<file path="src/rtl/sapq_pkg.sv">
// shared constants, codes and types of the sorted-array priority queue
package sapq_pkg;

    localparam int QUEUE_DEPTH = 8;
    localparam int VALUE_W     = 32;
    localparam int REQ_W       = 2;
    localparam int STATUS_W    = 3;
    localparam int CNT_W       = $clog2(QUEUE_DEPTH + 1);
    localparam int IDX_W       = $clog2(QUEUE_DEPTH);

    // request codes
    localparam logic [REQ_W-1:0] REQ_INSERT = 2'd0;
    localparam logic [REQ_W-1:0] REQ_DELETE = 2'd1;
    localparam logic [REQ_W-1:0] REQ_LIST   = 2'd2;

    // result status codes
    localparam logic [STATUS_W-1:0] ST_DONE      = 3'd0;
    localparam logic [STATUS_W-1:0] ST_OVERFLOW  = 3'd1;
    localparam logic [STATUS_W-1:0] ST_EMPTY     = 3'd2;
    localparam logic [STATUS_W-1:0] ST_NOT_FOUND = 3'd3;
    localparam logic [STATUS_W-1:0] ST_LISTED    = 3'd4;

    typedef logic signed [VALUE_W-1:0] value_t;

    // operation broadcast to every cell
    typedef enum logic [1:0] {
        CELL_HOLD,
        CELL_INSERT,
        CELL_DELETE,
        CELL_ROTATE
    } cell_op_t;

    // per-cell control from the sequencer
    typedef struct packed {
        cell_op_t op;
        logic     occupied;
        logic     tail;
    } cell_ctrl_t;

    typedef enum logic {
        S_IDLE,
        S_LIST
    } state_t;

endpackage

</file>
<file path="src/rtl/sapq_req_if.sv">
// request channel: request code and value
interface sapq_req_if;
    logic                                    valid;
    logic                                    ready;
    logic [sapq_pkg::REQ_W-1:0]              req_type;
    logic signed [sapq_pkg::VALUE_W-1:0]     value;

    modport source (output valid, output req_type, output value, input ready);
    modport sink (input valid, input req_type, input value, output ready);
endinterface

</file>
<file path="src/rtl/sapq_res_if.sv">
// result channel: status, listed value and last marker
interface sapq_res_if;
    logic                                    valid;
    logic                                    ready;
    logic [sapq_pkg::STATUS_W-1:0]           status;
    logic signed [sapq_pkg::VALUE_W-1:0]     entry_value;
    logic                                    last;

    modport source (output valid, output status, output entry_value, output last,
                    input ready);
    modport sink (input valid, input status, input entry_value, input last,
                  output ready);
endinterface

</file>
<file path="src/rtl/sorted_array_priority_queue.sv">
// top level of the sorted-array priority queue: cell row and request sequencer
//
// Usage: requests arrive on req (req_type, value), results leave on res
// (status, entry_value, last), both valid/ready, an item moves when both
// are high. Entries are held in descending order in a row of QUEUE_DEPTH
// cells that compare with the request value and shift in parallel.
// Insert and delete: the cells update on the accepting edge
// and the single result (last = 1) is valid in the next cycle.
// A list request rotates the occupied cells one place per cycle while results
// are taken and sends the head cell out, so it gives occupancy results, one
// per such cycle, the last one marked; an empty queue gives one empty status instead.
// Throughput: one insert or delete per cycle while the receiver takes
// results; a list holds off new requests until its last result leaves.
// The result register holds its item while res.ready is low; no request is
// taken and no listing step is made until that item leaves.
// Request code 3 is accepted and dropped without a result.
// Reset clears the occupancy count, the sequencer and the result valid;
// entry contents are not cleared and are never read before written.
module sorted_array_priority_queue (
    input  logic        clk,
    input  logic        rst_n,
    sapq_req_if.sink    req,
    sapq_res_if.source  res
);
    import sapq_pkg::*;

    state_t                state_reg, state_next;
    logic [CNT_W-1:0]      occ_reg, occ_next;
    logic [IDX_W-1:0]      idx_reg, idx_next;
    logic                  res_valid_reg, res_valid_next;
    logic [STATUS_W-1:0]   status_reg, status_next;
    value_t                value_reg, value_next;
    logic                  last_reg, last_next;

    cell_op_t              op;
    cell_ctrl_t            ctrl [QUEUE_DEPTH];
    value_t                entry_w [QUEUE_DEPTH];
    logic [QUEUE_DEPTH:0]  take_chain;
    logic [QUEUE_DEPTH:0]  seen_chain;

    logic out_free;
    logic accept;
    logic full;
    logic empty;
    logic found;
    logic list_last;

    assign out_free  = !res_valid_reg || res.ready;
    assign req.ready = (state_reg == S_IDLE) && out_free;
    assign accept    = req.valid && req.ready;
    assign full      = (occ_reg == CNT_W'(QUEUE_DEPTH));
    assign empty     = (occ_reg == '0);
    assign found     = seen_chain[QUEUE_DEPTH];
    assign list_last = ((CNT_W'(idx_reg) + CNT_W'(1)) == occ_reg);

    assign take_chain[0] = 1'b0;
    assign seen_chain[0] = 1'b0;

    // row of cells
    for (genvar i = 0; i < QUEUE_DEPTH; i++)
    begin : g_cell
        value_t left_entry;
        value_t right_entry;

        assign ctrl[i].op       = op;
        assign ctrl[i].occupied = (CNT_W'(i) < occ_reg);
        assign ctrl[i].tail     = (CNT_W'(i + 1) == occ_reg);

        if (i == 0)
        begin : g_head
            assign left_entry = req.value;
        end
        else
        begin : g_body
            assign left_entry = entry_w[i-1];
        end

        if (i == QUEUE_DEPTH - 1)
        begin : g_end
            assign right_entry = entry_w[i];
        end
        else
        begin : g_mid
            assign right_entry = entry_w[i+1];
        end

        sapq_cell u_cell (
            .clk         (clk),
            .ctrl        (ctrl[i]),
            .key         (req.value),
            .left_entry  (left_entry),
            .right_entry (right_entry),
            .wrap_entry  (entry_w[0]),
            .left_take   (take_chain[i]),
            .left_seen   (seen_chain[i]),
            .entry       (entry_w[i]),
            .take        (take_chain[i+1]),
            .seen        (seen_chain[i+1])
        );
    end

    // sequencer: request decode, listing steps and result register load
    always_comb
    begin
        state_next     = state_reg;
        occ_next       = occ_reg;
        idx_next       = idx_reg;
        op             = CELL_HOLD;
        res_valid_next = res_valid_reg && !res.ready;
        status_next    = status_reg;
        value_next     = value_reg;
        last_next      = last_reg;

        unique case (state_reg)
            S_IDLE:
            begin
                if (accept)
                begin
                    unique case (req.req_type)
                        REQ_INSERT:
                        begin
                            res_valid_next = 1'b1;
                            value_next     = '0;
                            last_next      = 1'b1;
                            if (full)
                            begin
                                status_next = ST_OVERFLOW;
                            end
                            else
                            begin
                                status_next = ST_DONE;
                                op          = CELL_INSERT;
                                occ_next    = occ_reg + CNT_W'(1);
                            end
                        end
                        REQ_DELETE:
                        begin
                            res_valid_next = 1'b1;
                            value_next     = '0;
                            last_next      = 1'b1;
                            if (empty)
                            begin
                                status_next = ST_EMPTY;
                            end
                            else if (found)
                            begin
                                status_next = ST_DONE;
                                op          = CELL_DELETE;
                                occ_next    = occ_reg - CNT_W'(1);
                            end
                            else
                            begin
                                status_next = ST_NOT_FOUND;
                            end
                        end
                        REQ_LIST:
                        begin
                            if (empty)
                            begin
                                res_valid_next = 1'b1;
                                status_next    = ST_EMPTY;
                                value_next     = '0;
                                last_next      = 1'b1;
                            end
                            else
                            begin
                                state_next = S_LIST;
                                idx_next   = '0;
                            end
                        end
                        default:
                        begin
                            op = CELL_HOLD;
                        end
                    endcase
                end
            end
            S_LIST:
            begin
                if (out_free)
                begin
                    res_valid_next = 1'b1;
                    status_next    = ST_LISTED;
                    value_next     = entry_w[0];
                    last_next      = list_last;
                    op             = CELL_ROTATE;
                    idx_next       = idx_reg + IDX_W'(1);
                    if (list_last)
                    begin
                        state_next = S_IDLE;
                    end
                end
            end
            default:
            begin
                state_next = S_IDLE;
            end
        endcase
    end

    // control registers
    always_ff @(posedge clk or negedge rst_n)
    begin
        if (!rst_n)
        begin
            state_reg     <= S_IDLE;
            occ_reg       <= '0;
            idx_reg       <= '0;
            res_valid_reg <= 1'b0;
        end
        else
        begin
            state_reg     <= state_next;
            occ_reg       <= occ_next;
            idx_reg       <= idx_next;
            res_valid_reg <= res_valid_next;
        end
    end

    // result payload
    always_ff @(posedge clk)
    begin
        status_reg <= status_next;
        value_reg  <= value_next;
        last_reg   <= last_next;
    end

    assign res.valid       = res_valid_reg;
    assign res.status      = status_reg;
    assign res.entry_value = value_reg;
    assign res.last        = last_reg;

endmodule

</file>
<file path="src/rtl/sapq_cell.sv">
// one queue cell: holds one entry, compares with the key and shifts with its neighbors
module sapq_cell (
    input  logic                 clk,
    input  sapq_pkg::cell_ctrl_t ctrl,
    input  sapq_pkg::value_t     key,
    input  sapq_pkg::value_t     left_entry,
    input  sapq_pkg::value_t     right_entry,
    input  sapq_pkg::value_t     wrap_entry,
    input  logic                 left_take,
    input  logic                 left_seen,
    output sapq_pkg::value_t     entry,
    output logic                 take,
    output logic                 seen
);
    import sapq_pkg::*;

    value_t entry_reg;
    value_t entry_next;
    logic   match;

    // insert point: free cell or key not below the stored entry
    assign take  = !ctrl.occupied || (key >= entry_reg);
    // delete point: running flag of the first equal entry
    assign match = ctrl.occupied && (entry_reg == key);
    assign seen  = left_seen || match;
    assign entry = entry_reg;

    // next entry
    always_comb
    begin
        entry_next = entry_reg;
        unique case (ctrl.op)
            CELL_HOLD:
            begin
                entry_next = entry_reg;
            end
            CELL_INSERT:
            begin
                if (take)
                begin
                    entry_next = left_take ? left_entry : key;
                end
            end
            CELL_DELETE:
            begin
                if (seen)
                begin
                    entry_next = right_entry;
                end
            end
            CELL_ROTATE:
            begin
                entry_next = ctrl.tail ? wrap_entry : right_entry;
            end
            default:
            begin
                entry_next = entry_reg;
            end
        endcase
    end

    // entry storage
    always_ff @(posedge clk)
    begin
        entry_reg <= entry_next;
    end

endmodule

</file>
<file path="src/flat_wrapper.sv">
// flat-port wrapper written by rule: the top's interface ports become plain ports
module sorted_array_priority_queue_flat import sapq_pkg::*;
  (clk, rst_n, req_valid, req_req_type, req_value, req_ready, res_valid, res_status, res_entry_value, res_last, res_ready);
  sapq_req_if req_i ();
  sapq_res_if res_i ();
  input  logic clk;
  input  logic rst_n;
  input wire logic [$bits(req_i.valid)-1:0] req_valid;
  input wire logic [$bits(req_i.req_type)-1:0] req_req_type;
  input wire logic [$bits(req_i.value)-1:0] req_value;
  output wire logic [$bits(req_i.ready)-1:0] req_ready;
  output wire logic [$bits(res_i.valid)-1:0] res_valid;
  output wire logic [$bits(res_i.status)-1:0] res_status;
  output wire logic [$bits(res_i.entry_value)-1:0] res_entry_value;
  output wire logic [$bits(res_i.last)-1:0] res_last;
  input wire logic [$bits(res_i.ready)-1:0] res_ready;
  assign req_i.valid = req_valid;
  assign req_i.req_type = req_req_type;
  assign req_i.value = req_value;
  assign req_ready = req_i.ready;
  assign res_valid = res_i.valid;
  assign res_status = res_i.status;
  assign res_entry_value = res_i.entry_value;
  assign res_last = res_i.last;
  assign res_i.ready = res_ready;
  sorted_array_priority_queue u_core (.clk(clk), .rst_n(rst_n), .req(req_i), .res(res_i));
endmodule
</file>
<file path="config.mk">
export PLATFORM = sky130hd
export DESIGN_NAME = sorted_array_priority_queue_flat
export DESIGN_NICKNAME = d
export VERILOG_FILES = /design/src/rtl/sapq_pkg.sv /design/src/rtl/sapq_req_if.sv /design/src/rtl/sapq_res_if.sv /design/src/rtl/sorted_array_priority_queue.sv /design/src/rtl/sapq_cell.sv /design/src/flat_wrapper.sv
export SDC_FILE = /design/constraint.sdc
export NUM_CORES = 1
export LEC_CHECK = 0
export ABC_AREA = 1
export BUFFER_PORTS_ARGS = -buffer_cell sky130_fd_sc_hd__buf_2
export CORE_ASPECT_RATIO = 0.8
export CORE_MARGIN = 5
export CORE_UTILIZATION = 50
export DETAILED_ROUTE_END_ITERATION = 6
export HOLD_SLACK_MARGIN = 0.03
export MAX_ROUTING_LAYER = met4
export PLACE_DENSITY = 0.65
export SLEW_MARGIN = 40
export SYNTH_ARGS = -nofsm -noshare
export SYNTH_HDL_FRONTEND = slang
export SYNTH_HIERARCHICAL = 1
export SYNTH_SLANG_ARGS = --single-unit
</file>
<file path="constraint.sdc">
create_clock -name clk -period 10.37 [get_ports clk]
set_input_delay 2.074 -clock clk [delete_from_list [all_inputs] [get_ports clk]]
set_output_delay 2.074 -clock clk [all_outputs]
set_load 0.005 [all_outputs]
</file>
==> flow_metrics.tcl, run 1 <==
set metrics [dict create \
    drive_above_1_share_pct 7.01 \
    min_path_cells 2 \
    max_stage_delay_ps 590 \
    numCtsBuffers 37 \
    fin_util_pct 54.4 \
    wl_per_cell_um 21.8 \
    worst-setup-path-type "in -> reg" \
    cts_root_buf "clkbuf_16" \
    vias_per_cell 6.36 \
    clk_pin_slew_worst_paths_ps 60 \
    grt_pass1_vias 24100 \
    skew_ps 19.0 \
    worst_path_max_delay_cell "o21ai_4" \
    yosysMostFrequentCell "nand2_1" \
    yosys.area.top_type "edfxtp_1" \
    critPathArrivalTime_ps 6670 \
    hpwl_mm 65.0 \
    reg2reg_to "u_core/g_cell[1].u_cell/entry[11]" \
    clkLatencyLatePin_ps 570 \
    detail-route-antenna-nets 0 \
    io_buffer_count 75 \
    vias 26200 \
    die_h_um 213 \
    fin_tns_setup_ps 0 \
    clock-sinks 301 \
    powerDensity_nw_per_um2 337 \
    worst_slack_ps 4090 \
    largest_reg_flops 256 \
    max_freq_mhz 159 \
    peakVddDrop_mv 0.211 \
    fp.dieArea_um2 56200 \
    rsz0062_at_grt "no" \
    endpoint "u_core/g_cell[1].u_cell/entry[11]" \
    cp_common_cell "a31o_2" \
    r2r_start "u_core/g_cell[0].u_cell/entry[27]" \
    worstSetupStartpointType "input pin" \
    netlist_top_cells_count "nand2_1, nor2_1, o21ai_0" \
    fin_crit_ps 6280 \
    synthTopCellsByArea "edfxtp_1, ha_1, o21ai_0, nand2_1, nor2_1" \
    rr_worst_depth 21 \
    worst_pin_slew_ps 893 \
    htree_levels 2 \
    core_area_um2 51000 \
    grt_overflow 0 \
    gp_congestion 0.906 \
    synth_top_area_share_pct 34.0 \
    syn_area_per_cell_um2 7.50 \
    drt-initial-drc-count 3999 \
    timing.final.crit_share_pct 60.6 \
    crit_required_ps 10760 \
    synth_seq_cells 301 \
    cts_hold_buffers 0 \
    hold_viol_final 0 \
    power_leakage_nw 12.1 \
    seq_area_frac_synth_pct 34.9 \
    final_max_slew_viol_count 0 \
    setup_viol 0 \
    tritoncts "yes" \
    io_pins 76 \
    layout.nets 3717 \
    drt-total-wl_mm 89.9 \
    status "completed" \
    yosysWarnings 6 \
    cts_resized 0 \
    synth_flop_cell "edfxtp_1" \
    synth_edf_count 292 \
    cp_max_fo 28 \
    antenna_found_initial 5 \
    track_usage_pct 31.3 \
    syn_inst 3435 \
    max_slew_margin_pct 40.3 \
    cts_post_setup_buffers_inserted 0 \
    grt_start_max_net_pins 65 \
    grt_pass1_wl_mm 137 \
    hold_path.class "reg -> reg" \
    placementRows 74 \
    crit_chain "buf_2 -> ha_1 -> nand2_1 -> nor2_1 -> nand2_1 -> nor2_1 -> a31o_2 -> a31o_2 -> a31o_2 -> a31o_2 -> a31o_2 -> a31o_2 -> a31o_2 -> a31o_2 -> nand3_1 -> o21ai_4 -> inv_1 -> buf_4 -> nor2_4 -> nand2_1 -> o221ai_1" \
    crit_start "req_value[15]" \
    final_cell_area_um2 27800 \
    async_flop_share_pct 2.99 \
    p_total_w 0.00937 \
    first_pass_iters 6 \
    postPlaceCellArea_um2 26600 \
    cap_viol_max_count 0 \
    endpoint_kind "flop" \
    syn_area_um2 25800 \
    drc 0 \
    dieWidth_um 264 \
    r2r_setup_slack_ps 5060 \
    pre_cts_ws_ps 3410 \
    area_growth_pct 7.72 \
    clk_path_buf_depth 3 \
    synth_cell_types 37 \
    start_util_pct 50.5 \
]
cell families (layout without fill, tap and decap cells):
family,Yosys count,count (layout),synth area share [%]
compound gates,931,931,22.0
xor+xnor,2,2,0.0680
fa+ha+maj,266,266,12.9
buf+inv,586,584,8.83
flops,301,301,34.9
other cells,1,8,0.0146
simple gates,1348,1348,21.2
worst max-delay path, delay by kind of cell:
kind	cells	cell delay (ps)
simple gates	7	1450
compound gates	10	1810
fa+ha+maj	1	240
buf+inv	3	1050
worst min path at each step:
stage	startpoint	end	slack (ps)
global placement	u_core/idx_reg[1]	u_core/idx_reg[1]	520
detailed placement	u_core/idx_reg[1]	u_core/idx_reg[1]	530
finish	u_core/idx_reg[1]	u_core/idx_reg[1]	550
global route	u_core/idx_reg[1]	u_core/idx_reg[1]	600
floorplan	u_core/state_reg	u_core/res.status[2]	500
CTS	u_core/idx_reg[1]	u_core/idx_reg[1]	550
layer usage:
| layer | vias to the layer above | wire length, um | global-route usage (%) |
|---|---|---|---|
| met1 | 12400 | 39200 | 45.6 |
| met3 | 152 | 11900 | 7.00 |
| met2 | 1759 | 36800 | 44.6 |
| met5 | - | 0 | - |
| met4 | 0 | 2000 | 7.76 |
| li1 | 11900 | - | - |
placed cells by master (no fill, tap or decap), types with 9 or more instances in the layout:
| cell | netlist | layout |
|---|---|---|
| nor2_1 | 554 | 548 |
| nor2_2 | 17 | 14 |
| edfxtp_1 | 292 | 292 |
| buf_2 | 28 | 75 |
| a21oi_1 | 123 | 123 |
| o221ai_1 | 224 | 224 |
| buf_4 | 9 | 24 |
| clkinv_1 | 8 | 11 |
| nand3_1 | 106 | 106 |
| ha_1 | 266 | 266 |
| nand3_2 | 9 | 9 |
| dfrtp_1 | 9 | 9 |
| inv_1 | 405 | 392 |
| clkinv_2 | 0 | 9 |
| nand2_2 | 11 | 11 |
| clkbuf_16 | 0 | 39 |
| o21ai_1 | 14 | 13 |
| o21ai_0 | 503 | 503 |
| o21a_1 | 16 | 16 |
| nor2_4 | 1 | 10 |
| inv_2 | 7 | 22 |
| nand4_1 | 19 | 19 |
| o211ai_1 | 24 | 24 |
| nand2_1 | 618 | 618 |
through the flow:
step	hold WS, ps	cells
4_1_cts	548	4122
6_report	546	4124
3_5_place_dp	533	4058
2_1_floorplan	498	3440
5_1_grt	599	4124
3_3_place_gp	524	4057
power by group:
group	leakage (nW)	total (W)	internal [W]	switching, W
registers	3.06	0.00343	0.00238	0.00105
clock network	0.567	0.00130	0.000740	0.000560
logic	8.49	0.00464	0.00161	0.00303
final cells by class:
cell class / instances / area [um2]
Clock buffer: 47 / 1020
Inverter: 420 / 1580
Antenna cell: 2 / 5.00
Tap cell: 684 / 856
Sequential cell: 301 / 8990
Clock inverter: 17 / 130
Multi-Input combinational cell: 2553 / 14600
Fill cell: 4882 / 23300
Timing Repair Buffer: 100 / 571
Note: power is estimated with default switching activity, not from simulation.
==> inputs of run 2 (changes only) <==
--- a/config.mk
+++ b/config.mk
@@ -13,7 +13,7 @@
 export DETAILED_ROUTE_END_ITERATION = 6
 export HOLD_SLACK_MARGIN = 0.03
 export MAX_ROUTING_LAYER = met4
-export PLACE_DENSITY = 0.65
+export PLACE_DENSITY = 0.68
 export SLEW_MARGIN = 40
 export SYNTH_ARGS = -nofsm -noshare
 export SYNTH_HDL_FRONTEND = slang
==> constraint.sdc (replaced) <==
create_clock -name clk -period 5.27 [get_ports clk]
set_input_delay 1.054 -clock clk [delete_from_list [all_inputs] [get_ports clk]]
set_output_delay 1.054 -clock clk [all_outputs]
set_load 0.005 [all_outputs]
==> flow_metrics.tcl, run 2 (same netlist as run 1, synthesis figures left out) <==
set metrics [dict create \
    hpwl_mm 69.6 \
    power_leakage_nw 12.7 \
    area_growth_pct 11.9 \
    clk_pin_slew_worst_paths_ps 60 \
    clk_path_buf_depth 3 \
    fin_crit_ps 4980 \
    worstSetupStartpointType "flop" \
    drc 15 \
    fp.dieArea_um2 56200 \
    start_util_pct 50.5 \
    rsz0062_at_grt "no" \
    grt_overflow 0 \
    detail-route-antenna-nets 0 \
    die_h_um 213 \
    final_common_cell "nand2_1" \
    grt_start_max_net_pins 41 \
    numCtsBuffers 37 \
    grt_pass1_wl_mm 142 \
    max_freq_mhz 201 \
    io_pins 76 \
    p_total_w 0.0191 \
    worst_pin_slew_ps 852 \
    vias 26500 \
    mostFrequentLayoutCells "nand2_1, nor2_1, o21ai_0" \
    final_max_slew_viol_count 0 \
    status "complete, but fails checks" \
    wl_per_cell_um 22.0 \
    placementRows 74 \
    reg2reg_to "u_core/g_cell[5].u_cell/entry[30]" \
    fin_util_pct 56.5 \
    netSwitchingFraction_pct 48.1 \
    htree_levels 2 \
    gp_congestion 0.946 \
    dieWidth_um 264 \
    drt-total-wl_mm 93.3 \
    pre_cts_ws_ps -93.6 \
    critPathArrivalTime_ps 5370 \
    netSwitchingPower_w 0.00918 \
    hold_ws_ps 326 \
    clkLatencyLatePin_ps 580 \
    violations "DRC" \
    worst_slack_ps 287 \
    tritoncts "yes" \
    r2r_setup_slack_ps 290 \
    hold_path.class "in -> async" \
    endpoint "u_core/g_cell[5].u_cell/entry[30]" \
    cts_root_buf "clkbuf_16" \
    drive_above_1_share_pct 9.73 \
    pwr-share-seq_pct 33.0 \
    cts_post_setup_buffers_inserted 0 \
    io_buffer_count 75 \
    crit_required_ps 5660 \
    worst-setup-path-type "reg -> reg" \
    skew_ps 21.6 \
    first_pass_iters 7 \
    cts_hold_buffers 0 \
    max_slew_margin_pct 42.8 \
    hold_viol_final 0 \
    crit_start "u_core/g_cell[0].u_cell/entry[17]" \
    cts_resized 0 \
    powerDensity_nw_per_um2 663 \
    comb_power_share_pct 51.9 \
    layout.nets 3823 \
    r2r_start "u_core/g_cell[0].u_cell/entry[17]" \
    grt_pass1_vias 24900 \
    core_area_um2 51000 \
    timing.final.crit_share_pct 94.5 \
    intPower_w 0.00993 \
    track_usage_pct 32.8 \
    clock-sinks 301 \
    setup_viol 0 \
    cp_max_fo 29 \
    antenna_found_initial 6 \
    clkPwrFrac_pct 15.1 \
    cap_viol_max_count 0 \
    drt-initial-drc-count 3543 \
    peakVddDrop_mv 0.349 \
    endpoint_kind "flop" \
    vias_per_cell 6.26 \
    rr_worst_depth 19 \
    largest_reg_flops 256 \
]
## run 2: changes by cell type in the layout (fill, tap and decap cells not counted), moves of 3 or more
cell        change
buf_12          +8
clkinv_1        -4
bufinv_16       +6
diode_2         +3
buf_4          +98
clkbuf_1        -3
clkinvlp_4      +5
inv_1          +12
inv_2          -11
## run 2: critical path, cell delays in order (launching register included)
cell,delay [ps]
edfxtp_1,840
inv_1,110
ha_1,320
nand4_1,120
nor3b_2,320
a31o_2,220
a31o_2,130
a31o_2,130
a31o_2,120
a31o_2,120
a31o_2,110
a31o_2,100
a31o_2,120
nand3_1,120
o21ai_4,520
buf_4,230
nand2_1,50
inv_1,630
o21ai_0,250
o221ai_1,230
## run 2: cell type report
| cell class | instances | area [um2] |
|---|---|---|
| diodes | 5 | 12.5 |
| clock buffers | 43 | 991 |
| clock inverters | 24 | 328 |
| fillers | 4664 | 22200 |
| inverters | 420 | 1580 |
| multi-input cells | 2553 | 14600 |
| flip-flops and latches | 301 | 8990 |
| well taps | 684 | 856 |
| repair buffers | 206 | 1470 |
## run 2: worst min-delay path by stage
stage	start	depth (start not counted)	end	slack (ps)
2_1_floorplan	u_core/state_reg	0	u_core/res.status[2]	500
6_report	rst_n	1	u_core/state_reg	330
5_1_grt	rst_n	1	u_core/state_reg	340
3_3_place_gp	u_core/idx_reg[1]	2	u_core/idx_reg[1]	520
4_1_cts	rst_n	1	u_core/res.valid	310
3_5_place_dp	u_core/idx_reg[1]	2	u_core/idx_reg[1]	550
## run 2: layer usage
layer	wire length (um)	track usage (%)
met2	38000	46.5
met3	13800	9.72
met1	39400	46.3
met4	2080	8.24
met5	0	-
## run 2: metrics by stage
step                      cells  area, um2  TNS [ps]
final                      4236      28800         0
after global routing       4235      28800         0
after CTS                  4231      28800         0
after detailed placement   4164      27500     -1650
after global placement     4163      27400     -2390
after floorplan            3440      25800         0
## run 2: power by group through the flow
| stage | Combinational, W | Clock [W] | Sequential, W |
|---|---|---|---|
| floorplan | 0.00656 | 0 | 0.00569 |
| global placement | 0.00917 | 0 | 0.00619 |
| detailed placement | 0.00962 | 0 | 0.00625 |
| CTS | 0.00968 | 0.00291 | 0.00620 |
| global route | 0.0110 | 0.00299 | 0.00644 |
| finish | 0.00992 | 0.00288 | 0.00630 |
